$ cat src/bam_pkg.sv
// Package of the bitmap allocator: command and status codes, field widths, defaults.
// It depends on nothing else; the top level and the checker use it by scoped names.
`timescale 1ns / 1ps
`default_nettype none

package bam_pkg;

  // Default geometry of the bit store.
  localparam int MAX_BITS_DEF  = 1024;
  localparam int WORD_BITS_DEF = 32;

  // Widths of the stream fields.
  localparam int CMD_W    = 3;
  localparam int IDX_W    = 10;
  localparam int STATUS_W = 2;
  localparam int COUNT_W  = 11;
  localparam int CFG_W    = 11;

  // Register index of bits_in_use.
  localparam logic [0:0] REG_BITS_IN_USE = 1'b0;

  typedef enum logic [CMD_W-1:0] {
    CMD_MARK       = 3'd0,
    CMD_CLEAR      = 3'd1,
    CMD_FLIP       = 3'd2,
    CMD_TEST       = 3'd3,
    CMD_FIND_SET   = 3'd4,
    CMD_FIND_CLEAR = 3'd5,
    CMD_SET_ALL    = 3'd6,
    CMD_CLEAR_ALL  = 3'd7
  } cmd_t;

  typedef enum logic [STATUS_W-1:0] {
    STAT_OK    = 2'd0,
    STAT_RANGE = 2'd1,
    STAT_NONE  = 2'd2
  } status_t;

endpackage

`default_nettype wire

$ cat src/bam_ram.sv
// Generic single-write, single-read synchronous RAM with a registered read port.
// It depends on nothing else; the bitmap allocator keeps its bit words in it.
`timescale 1ns / 1ps
`default_nettype none

module bam_ram #(
  parameter int WIDTH = 32,
  parameter int DEPTH = 32,
  localparam int AW = (DEPTH > 1) ? $clog2(DEPTH) : 1
) (
  input  wire logic             clk,
  input  wire logic             we,
  input  wire logic [AW-1:0]    waddr,
  input  wire logic [WIDTH-1:0] wdata,
  input  wire logic [AW-1:0]    raddr,
  output logic      [WIDTH-1:0] rdata
);

  logic [WIDTH-1:0] mem [DEPTH];

  // Write port and registered read port.
  always_ff @(posedge clk) begin
    if (we) begin
      mem[waddr] <= wdata;
    end
    rdata <= mem[raddr];
  end

endmodule

`default_nettype wire

$ cat src/bitmap_allocator_unit.sv
// Top level of the bitmap allocator: bit store in a RAM, request sequencer, config register.
// It depends on bam_pkg and bam_ram.
//
//  Channel   Direction  Signals                              Transaction
//  in_       slave      in_tvalid, in_tready, in_tdata       one request
//  out_      master     out_tvalid, out_tready, out_tdata    one result per request
//  cfg_      APB slave  psel, penable, pwrite, paddr, pwdata write or read bits_in_use
//
// A mark, clear, flip or test goes through accept and RAM read, modify and write back,
// and result once the output register is free. An out-of-range index skips the RAM.
// A find reads one RAM word per cycle until a hit or the last word; set all and clear all
// sweep the RAM. After reset and after every write of bits_in_use a clearing pass over
// every word runs with in_tready low. Reset is synchronous and active low.
// A new request is accepted while the previous result still waits on out_tready.
`timescale 1ns / 1ps
`default_nettype none

module bitmap_allocator_unit #(
  parameter int MAX_BITS  = bam_pkg::MAX_BITS_DEF,
  parameter int WORD_BITS = bam_pkg::WORD_BITS_DEF  // power of two
) (
  input  wire logic        clk,
  input  wire logic        rst_n,
  // in_tdata: cmd [2:0], bit_index [12:3], zero [15:13]
  input  wire logic        in_tvalid,
  output logic             in_tready,
  input  wire logic [15:0] in_tdata,
  // out_tdata: bit_value [0], found_index [10:1], status [12:11], set_count [23:13],
  // any_set [24], all_set [25], zero [31:26]
  output logic             out_tvalid,
  input  wire logic        out_tready,
  output logic [31:0]      out_tdata,
  input  wire logic        cfg_psel,
  input  wire logic        cfg_penable,
  input  wire logic        cfg_pwrite,
  input  wire logic [2:0]  cfg_paddr,
  input  wire logic [31:0] cfg_pwdata,
  output logic [31:0]      cfg_prdata,
  output logic             cfg_pready
);

  localparam int SH        = $clog2(WORD_BITS);
  localparam int NUM_WORDS = (MAX_BITS + WORD_BITS - 1) / WORD_BITS;
  localparam int WADDR_W   = (NUM_WORDS > 1) ? $clog2(NUM_WORDS) : 1;
  localparam int CNT_W     = $clog2(MAX_BITS + 1);
  localparam logic [WADDR_W-1:0] LAST_WORD = WADDR_W'(NUM_WORDS - 1);

  typedef enum logic [2:0] {
    S_FILL,
    S_IDLE,
    S_MOD,
    S_SCAN,
    S_DONE
  } state_t;

  // Control registers.
  state_t             state_r, state_nxt;
  logic [CNT_W-1:0]   n_r, n_nxt;
  logic [CNT_W-1:0]   cnt_r, cnt_nxt;
  logic [WADDR_W-1:0] wcnt_r, wcnt_nxt;
  logic               fill_set_r, fill_set_nxt;
  logic               report_r, report_nxt;
  logic               out_valid_r, out_valid_nxt;

  // Payload registers.
  bam_pkg::cmd_t             cmd_r, cmd_nxt;
  logic [SH-1:0]             pos_r, pos_nxt;
  logic [WADDR_W-1:0]        waddr_r, waddr_nxt;
  logic                      res_bit_r, res_bit_nxt;
  logic [bam_pkg::IDX_W-1:0] res_found_r, res_found_nxt;
  bam_pkg::status_t          res_status_r, res_status_nxt;
  logic [31:0]               out_data_r, out_data_nxt;

  // RAM ports.
  logic                 ram_we;
  logic [WADDR_W-1:0]   ram_waddr;
  logic [WORD_BITS-1:0] ram_wdata;
  logic [WADDR_W-1:0]   ram_raddr;
  logic [WORD_BITS-1:0] ram_rdata;

  bam_ram #(
    .WIDTH(WORD_BITS),
    .DEPTH(NUM_WORDS)
  ) u_ram (
    .clk  (clk),
    .we   (ram_we),
    .waddr(ram_waddr),
    .wdata(ram_wdata),
    .raddr(ram_raddr),
    .rdata(ram_rdata)
  );

  // Request fields.
  bam_pkg::cmd_t             in_cmd;
  logic [bam_pkg::IDX_W-1:0] in_idx;
  logic [31:0]               idx_ext;
  logic                      in_range;

  assign in_cmd   = bam_pkg::cmd_t'(in_tdata[2:0]);
  assign in_idx   = in_tdata[12:3];
  assign idx_ext  = 32'(in_idx);
  assign in_range = idx_ext < 32'(n_r);

  // Configuration port.
  logic                      cfg_wr;
  logic [bam_pkg::CFG_W-1:0] cfg_val;
  logic [CNT_W-1:0]          cfg_sat;

  assign cfg_pready = 1'b1;
  assign cfg_wr     = cfg_psel && cfg_penable && cfg_pwrite &&
                      (cfg_paddr[2] == bam_pkg::REG_BITS_IN_USE);
  assign cfg_val    = cfg_pwdata[bam_pkg::CFG_W-1:0];
  assign cfg_sat    = (32'(cfg_val) > 32'(MAX_BITS)) ? CNT_W'(MAX_BITS) : CNT_W'(cfg_val);
  assign cfg_prdata = (cfg_paddr[2] == bam_pkg::REG_BITS_IN_USE) ? 32'(n_r) : 32'd0;

  // Mask of the in-use bits of the word at wcnt_r.
  logic [31:0]          mask_base;
  logic [31:0]          mask_diff;
  logic [WORD_BITS-1:0] word_mask;

  assign mask_base = 32'(wcnt_r) << SH;
  assign mask_diff = 32'(n_r) - mask_base;

  always_comb begin
    for (int j = 0; j < WORD_BITS; j++) begin
      word_mask[j] = (mask_base < 32'(n_r)) && (32'(j) < mask_diff);
    end
  end

  // Lowest in-use bit of the asked polarity in the word being scanned.
  logic [WORD_BITS-1:0] cand;
  logic                 hit;
  logic [SH-1:0]        hit_pos;

  assign cand = ((cmd_r == bam_pkg::CMD_FIND_CLEAR) ? ram_rdata : ~ram_rdata) & word_mask;
  assign hit  = |cand;

  always_comb begin
    hit_pos = '0;
    for (int j = WORD_BITS - 1; j >= 0; j--) begin
      if (cand[j]) begin
        hit_pos = SH'(j);
      end
    end
  end

  // Single-bit update of the addressed word.
  logic                 old_bit;
  logic                 new_bit;
  logic [WORD_BITS-1:0] mod_word;

  assign old_bit = ram_rdata[pos_r];

  always_comb begin
    case (cmd_r)
      bam_pkg::CMD_MARK:  new_bit = 1'b1;
      bam_pkg::CMD_CLEAR: new_bit = 1'b0;
      bam_pkg::CMD_FLIP:  new_bit = ~old_bit;
      default:            new_bit = old_bit;
    endcase
    mod_word        = ram_rdata;
    mod_word[pos_r] = new_bit;
  end

  // Sequencer.
  always_comb begin
    state_nxt      = state_r;
    n_nxt          = n_r;
    cnt_nxt        = cnt_r;
    wcnt_nxt       = wcnt_r;
    fill_set_nxt   = fill_set_r;
    report_nxt     = report_r;
    cmd_nxt        = cmd_r;
    pos_nxt        = pos_r;
    waddr_nxt      = waddr_r;
    res_bit_nxt    = res_bit_r;
    res_found_nxt  = res_found_r;
    res_status_nxt = res_status_r;
    out_data_nxt   = out_data_r;
    out_valid_nxt  = out_valid_r && !out_tready;
    ram_we         = 1'b0;
    ram_waddr      = wcnt_r;
    ram_wdata      = '0;
    ram_raddr      = wcnt_r;

    case (state_r)
      // Write every word: in-use ones for set all, zeros otherwise.
      S_FILL: begin
        ram_we    = 1'b1;
        ram_wdata = fill_set_r ? word_mask : '0;
        if (wcnt_r == LAST_WORD) begin
          wcnt_nxt  = '0;
          cnt_nxt   = fill_set_r ? n_r : '0;
          state_nxt = report_r ? S_DONE : S_IDLE;
        end else begin
          wcnt_nxt = wcnt_r + WADDR_W'(1);
        end
      end

      // Take a request and start its RAM access.
      S_IDLE: begin
        if (in_tvalid) begin
          cmd_nxt        = in_cmd;
          res_bit_nxt    = 1'b0;
          res_found_nxt  = '0;
          res_status_nxt = bam_pkg::STAT_OK;
          wcnt_nxt       = '0;
          case (in_cmd)
            bam_pkg::CMD_MARK, bam_pkg::CMD_CLEAR, bam_pkg::CMD_FLIP,
            bam_pkg::CMD_TEST: begin
              if (in_range) begin
                ram_raddr = WADDR_W'(idx_ext >> SH);
                waddr_nxt = WADDR_W'(idx_ext >> SH);
                pos_nxt   = idx_ext[SH-1:0];
                state_nxt = S_MOD;
              end else begin
                res_status_nxt = bam_pkg::STAT_RANGE;
                state_nxt      = S_DONE;
              end
            end
            bam_pkg::CMD_FIND_SET, bam_pkg::CMD_FIND_CLEAR: begin
              ram_raddr = '0;
              state_nxt = S_SCAN;
            end
            bam_pkg::CMD_SET_ALL: begin
              fill_set_nxt = 1'b1;
              report_nxt   = 1'b1;
              state_nxt    = S_FILL;
            end
            default: begin
              fill_set_nxt = 1'b0;
              report_nxt   = 1'b1;
              state_nxt    = S_FILL;
            end
          endcase
        end
      end

      // Read data has arrived: change the bit and write the word back.
      S_MOD: begin
        ram_we      = 1'b1;
        ram_waddr   = waddr_r;
        ram_wdata   = mod_word;
        res_bit_nxt = old_bit;
        if (new_bit && !old_bit) begin
          cnt_nxt = cnt_r + CNT_W'(1);
        end else if (old_bit && !new_bit) begin
          cnt_nxt = cnt_r - CNT_W'(1);
        end
        state_nxt = S_DONE;
      end

      // One word per cycle: look at word wcnt_r while the next one is read; flip the found bit.
      S_SCAN: begin
        ram_raddr = wcnt_r + WADDR_W'(1);
        if (hit) begin
          ram_we        = 1'b1;
          ram_waddr     = wcnt_r;
          ram_wdata     = ram_rdata ^ ({{(WORD_BITS-1){1'b0}}, 1'b1} << hit_pos);
          cnt_nxt       = (cmd_r == bam_pkg::CMD_FIND_SET) ? cnt_r + CNT_W'(1)
                                                           : cnt_r - CNT_W'(1);
          res_found_nxt = bam_pkg::IDX_W'((32'(wcnt_r) << SH) | 32'(hit_pos));
          state_nxt     = S_DONE;
        end else if (wcnt_r == LAST_WORD) begin
          res_status_nxt = bam_pkg::STAT_NONE;
          state_nxt      = S_DONE;
        end else begin
          wcnt_nxt = wcnt_r + WADDR_W'(1);
        end
      end

      // Hand the result to the output register once it is free.
      S_DONE: begin
        if (!out_valid_r || out_tready) begin
          out_data_nxt = 32'({(cnt_r == n_r),
                              (cnt_r != '0),
                              bam_pkg::COUNT_W'(cnt_r),
                              res_status_r,
                              res_found_r,
                              res_bit_r});
          out_valid_nxt = 1'b1;
          state_nxt     = S_IDLE;
        end
      end

      default: begin
        state_nxt = S_IDLE;
      end
    endcase

    // A write of bits_in_use restarts the clearing pass.
    if (cfg_wr) begin
      n_nxt        = cfg_sat;
      cnt_nxt      = '0;
      wcnt_nxt     = '0;
      fill_set_nxt = 1'b0;
      report_nxt   = 1'b0;
      state_nxt    = S_FILL;
    end
  end

  // State and registered outputs.
  always_ff @(posedge clk) begin
    cmd_r        <= cmd_nxt;
    pos_r        <= pos_nxt;
    waddr_r      <= waddr_nxt;
    res_bit_r    <= res_bit_nxt;
    res_found_r  <= res_found_nxt;
    res_status_r <= res_status_nxt;
    out_data_r   <= out_data_nxt;
    if (!rst_n) begin
      state_r     <= S_FILL;
      n_r         <= CNT_W'(MAX_BITS);
      cnt_r       <= '0;
      wcnt_r      <= '0;
      fill_set_r  <= 1'b0;
      report_r    <= 1'b0;
      out_valid_r <= 1'b0;
    end else begin
      state_r     <= state_nxt;
      n_r         <= n_nxt;
      cnt_r       <= cnt_nxt;
      wcnt_r      <= wcnt_nxt;
      fill_set_r  <= fill_set_nxt;
      report_r    <= report_nxt;
      out_valid_r <= out_valid_nxt;
    end
  end

  assign in_tready  = (state_r == S_IDLE);
  assign out_tvalid = out_valid_r;
  assign out_tdata  = out_data_r;

endmodule

`default_nettype wire

$ cat config.mk
export PLATFORM = sky130hd
export DESIGN_NAME = bitmap_allocator_unit
export DESIGN_NICKNAME = d
export VERILOG_FILES = /design/src/bam_pkg.sv /design/src/bam_ram.sv /design/src/bitmap_allocator_unit.sv
export SDC_FILE = /design/constraint.sdc
export NUM_CORES = 2
export LEC_CHECK = 0
export BUFFER_PORTS_ARGS = -buffer_cell sky130_fd_sc_hd__buf_2
export CORE_MARGIN = 4
export CORE_UTILIZATION = 26
export CTS_CLUSTER_DIAMETER = 120
export DETAILED_ROUTE_END_ITERATION = 16
export PLACE_DENSITY = 0.5
export SYNTH_ARGS = -nofsm -noshare
export SYNTH_HDL_FRONTEND = slang
export SYNTH_SLANG_ARGS = --single-unit
$ cat constraint.sdc
create_clock -name clk -period 6.97 [get_ports clk]
set_input_delay 1.394 -clock clk [delete_from_list [all_inputs] [get_ports clk]]
set_output_delay 1.394 -clock clk [all_outputs]
set_load 0.1 [all_outputs]
==> results by stage <==
Floorplan:
- The die covers between 150000 and 200000 sq um.
- The die is about 440 um wide.
- The placeable core region is between 150000 and 200000 sq um.
- For this design the top-level I/O count stands at 125.
- The die is 444 um tall.
- Row generation in the floorplan step produced 159 rows.
- The initial core utilization is between 20% and 30%.

CTS:
- The tree is rooted in a clkbuf_16.
- The post-CTS repair timing setup buffer count is 0.
- The largest buffer count on any clock path is 3.
- The clock tree from TritonCTS is built.
- Hold repair after CTS inserted 0 buffers.
- The number of gates resized after cts is 0.
- The H-tree generated during clock tree synthesis spans 3 levels.
- The source-to-sink clock delay at the later pin of the worst-skew pair is 0.75 ns.
- Clock-pin slew was measured on the worst setup and hold paths at 0.06 ns.
- The number of buffers created by CTS is about 120.
- Clock tree synthesis found a total of 1141 sinks.

Global route:
- The leftover overflow at the end of global routing is 0.
- The number of global-route vias before repair is roughly 33000.
- The first-pass GRT wire length is approximately 230000 um.
- The largest net degree at the start of global routing is between 150 and 200.
- Global routing consumed, over all layers together, 15.8% of the routing resources.
- The met3 usage in global routing is under 10%.
- The busiest metal layer after global routing is met2.
- The initial antenna violation count is 1.
- For met2 alone, demand over resource in global routing was 25.3%.
- The global-route track usage on met1 is ~22%.

Synth:
- The commonest cells after synthesis are edfxtp_1 (1076), nand2_1 (767), nand3_1 (329).
- The synthesized area divided by synthesized cell count is 12.2 sq um.
- The synthesized design spends more area on one cell type than any other, namely edfxtp_1.
- The fraction of the yosys area taken by sequential cells is approximately 68%.
- The share of flip-flops with an asynchronous set or reset is 0%.
- The library cell with the highest instance count after synthesis is edfxtp_1.
- The cell count after synthesis is between 4000 and 5000.
- By area the synthesized netlist is led by edfxtp_1 (65%), nand2_1 (5.8%), nand3_1 (3.3%).
- The total of warnings raised by yosys is 0.
- The number of distinct library cells after synthesis is 94.
- Among all flip-flop cells after synthesis, the most frequent one is edfxtp_1.
- The number of enable flip-flop cells after synthesis is 1076.
- In this run the biggest area consumer among cell types represents between 60% and 70% of the synthesized area.
- In this run, synthesis produced a sequential element count of around 1100.
- Summing every instance area after synthesis gives just under 50000 sq um.

Place:
- The routability congestion estimate from global placement is approximately 0.92.
- After detailed placement, the design holds a cell count of about 6500.
- After detailed placement, the total cell area comes to ~54000 sq um.
- The quantity of I/O buffers inserted on ports is 70.
- The post-DP HPWL is roughly 94000 um.

STA:
- The worst slew slack as a fraction of its limit is 12.0%.
- Setup repair after global routing left no endpoint under its margin.
- Across the routed clock network, the largest skew measured is 0.0373 ns.
- In the finished design, the share of the clock period the worst path needs comes to between 90% and 100%.
- The final count of pins violating max slew is 0.
- For the pin with the worst max-slew slack, the measured transition is about 1.3 ns.
- The count of endpoints failing hold in the final timing report is 0.
- Timing would allow up to around 160 MHz.
- After routing, the total negative slack on setup checks comes to 0 ns.
- The clock period minus worst slack is 6.35 ns.
- Setup violations remaining at the end of the flow were counted as 0.

Finish:
- Once layout is complete, the cells apart from fillers number roughly 6700.
- The final non-filler cell area is approximately 57000 sq um.
- The share of cells above drive strength 1 is about an eighth.
- At the end of the flow, the number of nets in the layout was between 4000 and 5000.
- The area growth from synthesis to layout is 16.1%.

Power:
- The worst-case IR drop observed on VDD is ~0.19 mV.
- The total power divided by cell area is about 270 nW/um^2.
- The static leakage is ~0.018 uW.

Worst setup path:
- The startpoint identified for the worst register-to-register timing path is n_r[5]$_SDFFE_PN0P_.
- The signal on the critical path passes through inv_1 -> ha_1 -> inv_1 -> fa_1 -> and3_1 -> o21a_1 -> o221ai_2 -> a2111oi_1 -> buf_4 -> or2_2 -> o21a_1 -> a311oi_1 -> o311ai_0 -> a21oi_2 -> o21ai_0 -> a21oi_2.
- The slowest stage of the critical path is the a21oi_2 cell.
- At the worst endpoint, the required time is 7.30 ns.
- The family with the most delay on the worst path is compound AO/OA/AOI/OAI gates.
- The largest stage delay on the critical path is approximately 1.0 ns.
- Data on the critical path arrives at its endpoint at 6.68 ns.
- The kind of critical path is flip-flop to flip-flop.
- The startpoint of the most critical setup path is n_r[5]$_SDFFE_PN0P_.
- STA classifies the critical path startpoint as a flip-flop.
- The critical path runs through a total of 16 cells.
- The maximum net fanout on the critical path is 32.
- The number of cells on the worst reg-to-reg path is 16.
- The critical path contains buffers and inverters numbering 3 combined.
- The endpoint class of the critical path is a flip-flop.

Detailed routing:
- The total wire length after detailed routing is roughly 160000 um.
- The count of nets left with antenna violations once routing finished came out at 0.
- After detailed routing, the number of vias per cell comes to around 5.
- In the final routed layout, each cell accounts on average for 24.1 um.
- The total vias in the final route is about 34000.
- The number of search-and-repair iterations in the first detailed-routing pass is 8.
- The initial detailed-routing violation count is around 3500.
- In the routed design, unresolved DRC markers number 0.

Outcome:
- The run finished with clean final reports.

Hold path:
- The tightest min-delay check is of the flip-flop to flip-flop type.
- The worst hold path was traced through 0 stages.
- In this run the most critical hold path is launched from res_status_r[1]$_SDFFCE_PP1P_.

Job:
- Across the run, the number of max-cap violations was 0.
-- where the power goes --
group	internal [uW]	switching, uW
clock network	3350	2640
logic	509	1190
registers	7620	204
-- state kept, by name, summed over array words and instances (netlist names), 2 cells and up --
signal        cells
out_tdata        26
pos_r             5
cmd_r             3
u_ram.mem      1024
cnt_r            11
waddr_r           5
n_r              11
res_found_r      10
state_r           3
wcnt_r            5
u_ram.rdata      32
res_status_r      2
-- cell usage in the layout, fill, tap and decap left out, types with 33 or more instances in the layout --
master     synthesis  layout
edfxtp_1        1076    1076
nand2_1          767     763
nand3_1          329     327
a211oi_1         174     174
and3_1           173     171
a21oi_1          164     161
buf_4             29     145
nor2_1           160     126
clkbuf_16          0     120
o21ai_0          116     116
buf_2              5      70
dfxtp_1           65      65
a31oi_1           55      55
nor3_1            49      49
xnor2_1           45      45
nand4_1           43      43
o221ai_1          40      40
a22oi_1           40      39
a2111oi_0         38      38
nor2_4             0      33
-- path summary, 6_finish.rpt --
check                                                  end  slack [ns]
worst min-delay path               out_tdata[12]$_DFFE_PP_        0.42
worst max register to register  u_ram.mem[30][6]$_DFFE_PP_        0.62
worst min register to register     out_tdata[12]$_DFFE_PP_        0.42
worst max-delay path            u_ram.mem[30][6]$_DFFE_PP_        0.62
-- per-layer routing --
| metal | share of wire [%] | wire [um] |
|---|---|---|
| met4 | 2.9 | 4630 |
| met5 | 0 | 0 |
| met2 | 46 | 74500 |
| met3 | 6.1 | 9800 |
| met1 | 45 | 72500 |
-- layout make-up --
cell class | count | area [sq um]
Fill cell | 18987 | 131000
Sequential cell | 1141 | 33600
Multi-Input combinational cell | 2578 | 14900
Clock buffer | 157 | 3190
Tap cell | 2495 | 3120
Timing Repair Buffer | 238 | 1900
Clock inverter | 59 | 437
Inverter | 32 | 120
Antenna cell | 1 | 2.50
-- per-stage QoR --
step	setup slack, ns	power, uW	util, %	hold slack (ns)
finish	0.618	15500	30.5	0.420
global route	0.357	16000	30.5	0.429
global placement	0.880	9630	28.5	0.405
detailed placement	0.823	9640	28.5	0.406
CTS	0.761	15600	30.5	0.423
floorplan	0.467	8950	-	0.400
-- kinds of logic (layout without fill, tap and decap cells) --
| kind of cell | count (synthesis) | after routing | synth area share [%] |
|---|---|---|---|
| other cells | 2 | 29 | 0.0152 |
| fa+ha+maj | 21 | 21 | 0.548 |
| buf+inv | 350 | 486 | 2.91 |
| flops | 1141 | 1141 | 68.1 |
| compound gates | 825 | 825 | 11.6 |
| simple gates | 1624 | 1624 | 15.2 |
| xor+xnor | 48 | 48 | 0.852 |
| mux | 32 | 32 | 0.783 |
-- worst reg2reg max path, cell delays in order, from the launching register on --
cell	delay, ns
dfxtp_1	0.38
inv_1	0.18
ha_1	0.21
inv_1	0.06
fa_1	0.39
and3_1	0.24
o21a_1	0.23
o221ai_2	0.62
a2111oi_1	0.14
buf_4	0.23
or2_2	0.31
o21a_1	0.12
a311oi_1	0.40
o311ai_0	0.30
a21oi_2	0.81
o21ai_0	0.28
a21oi_2	1.03
Note: power is estimated with default switching activity, not from simulation.
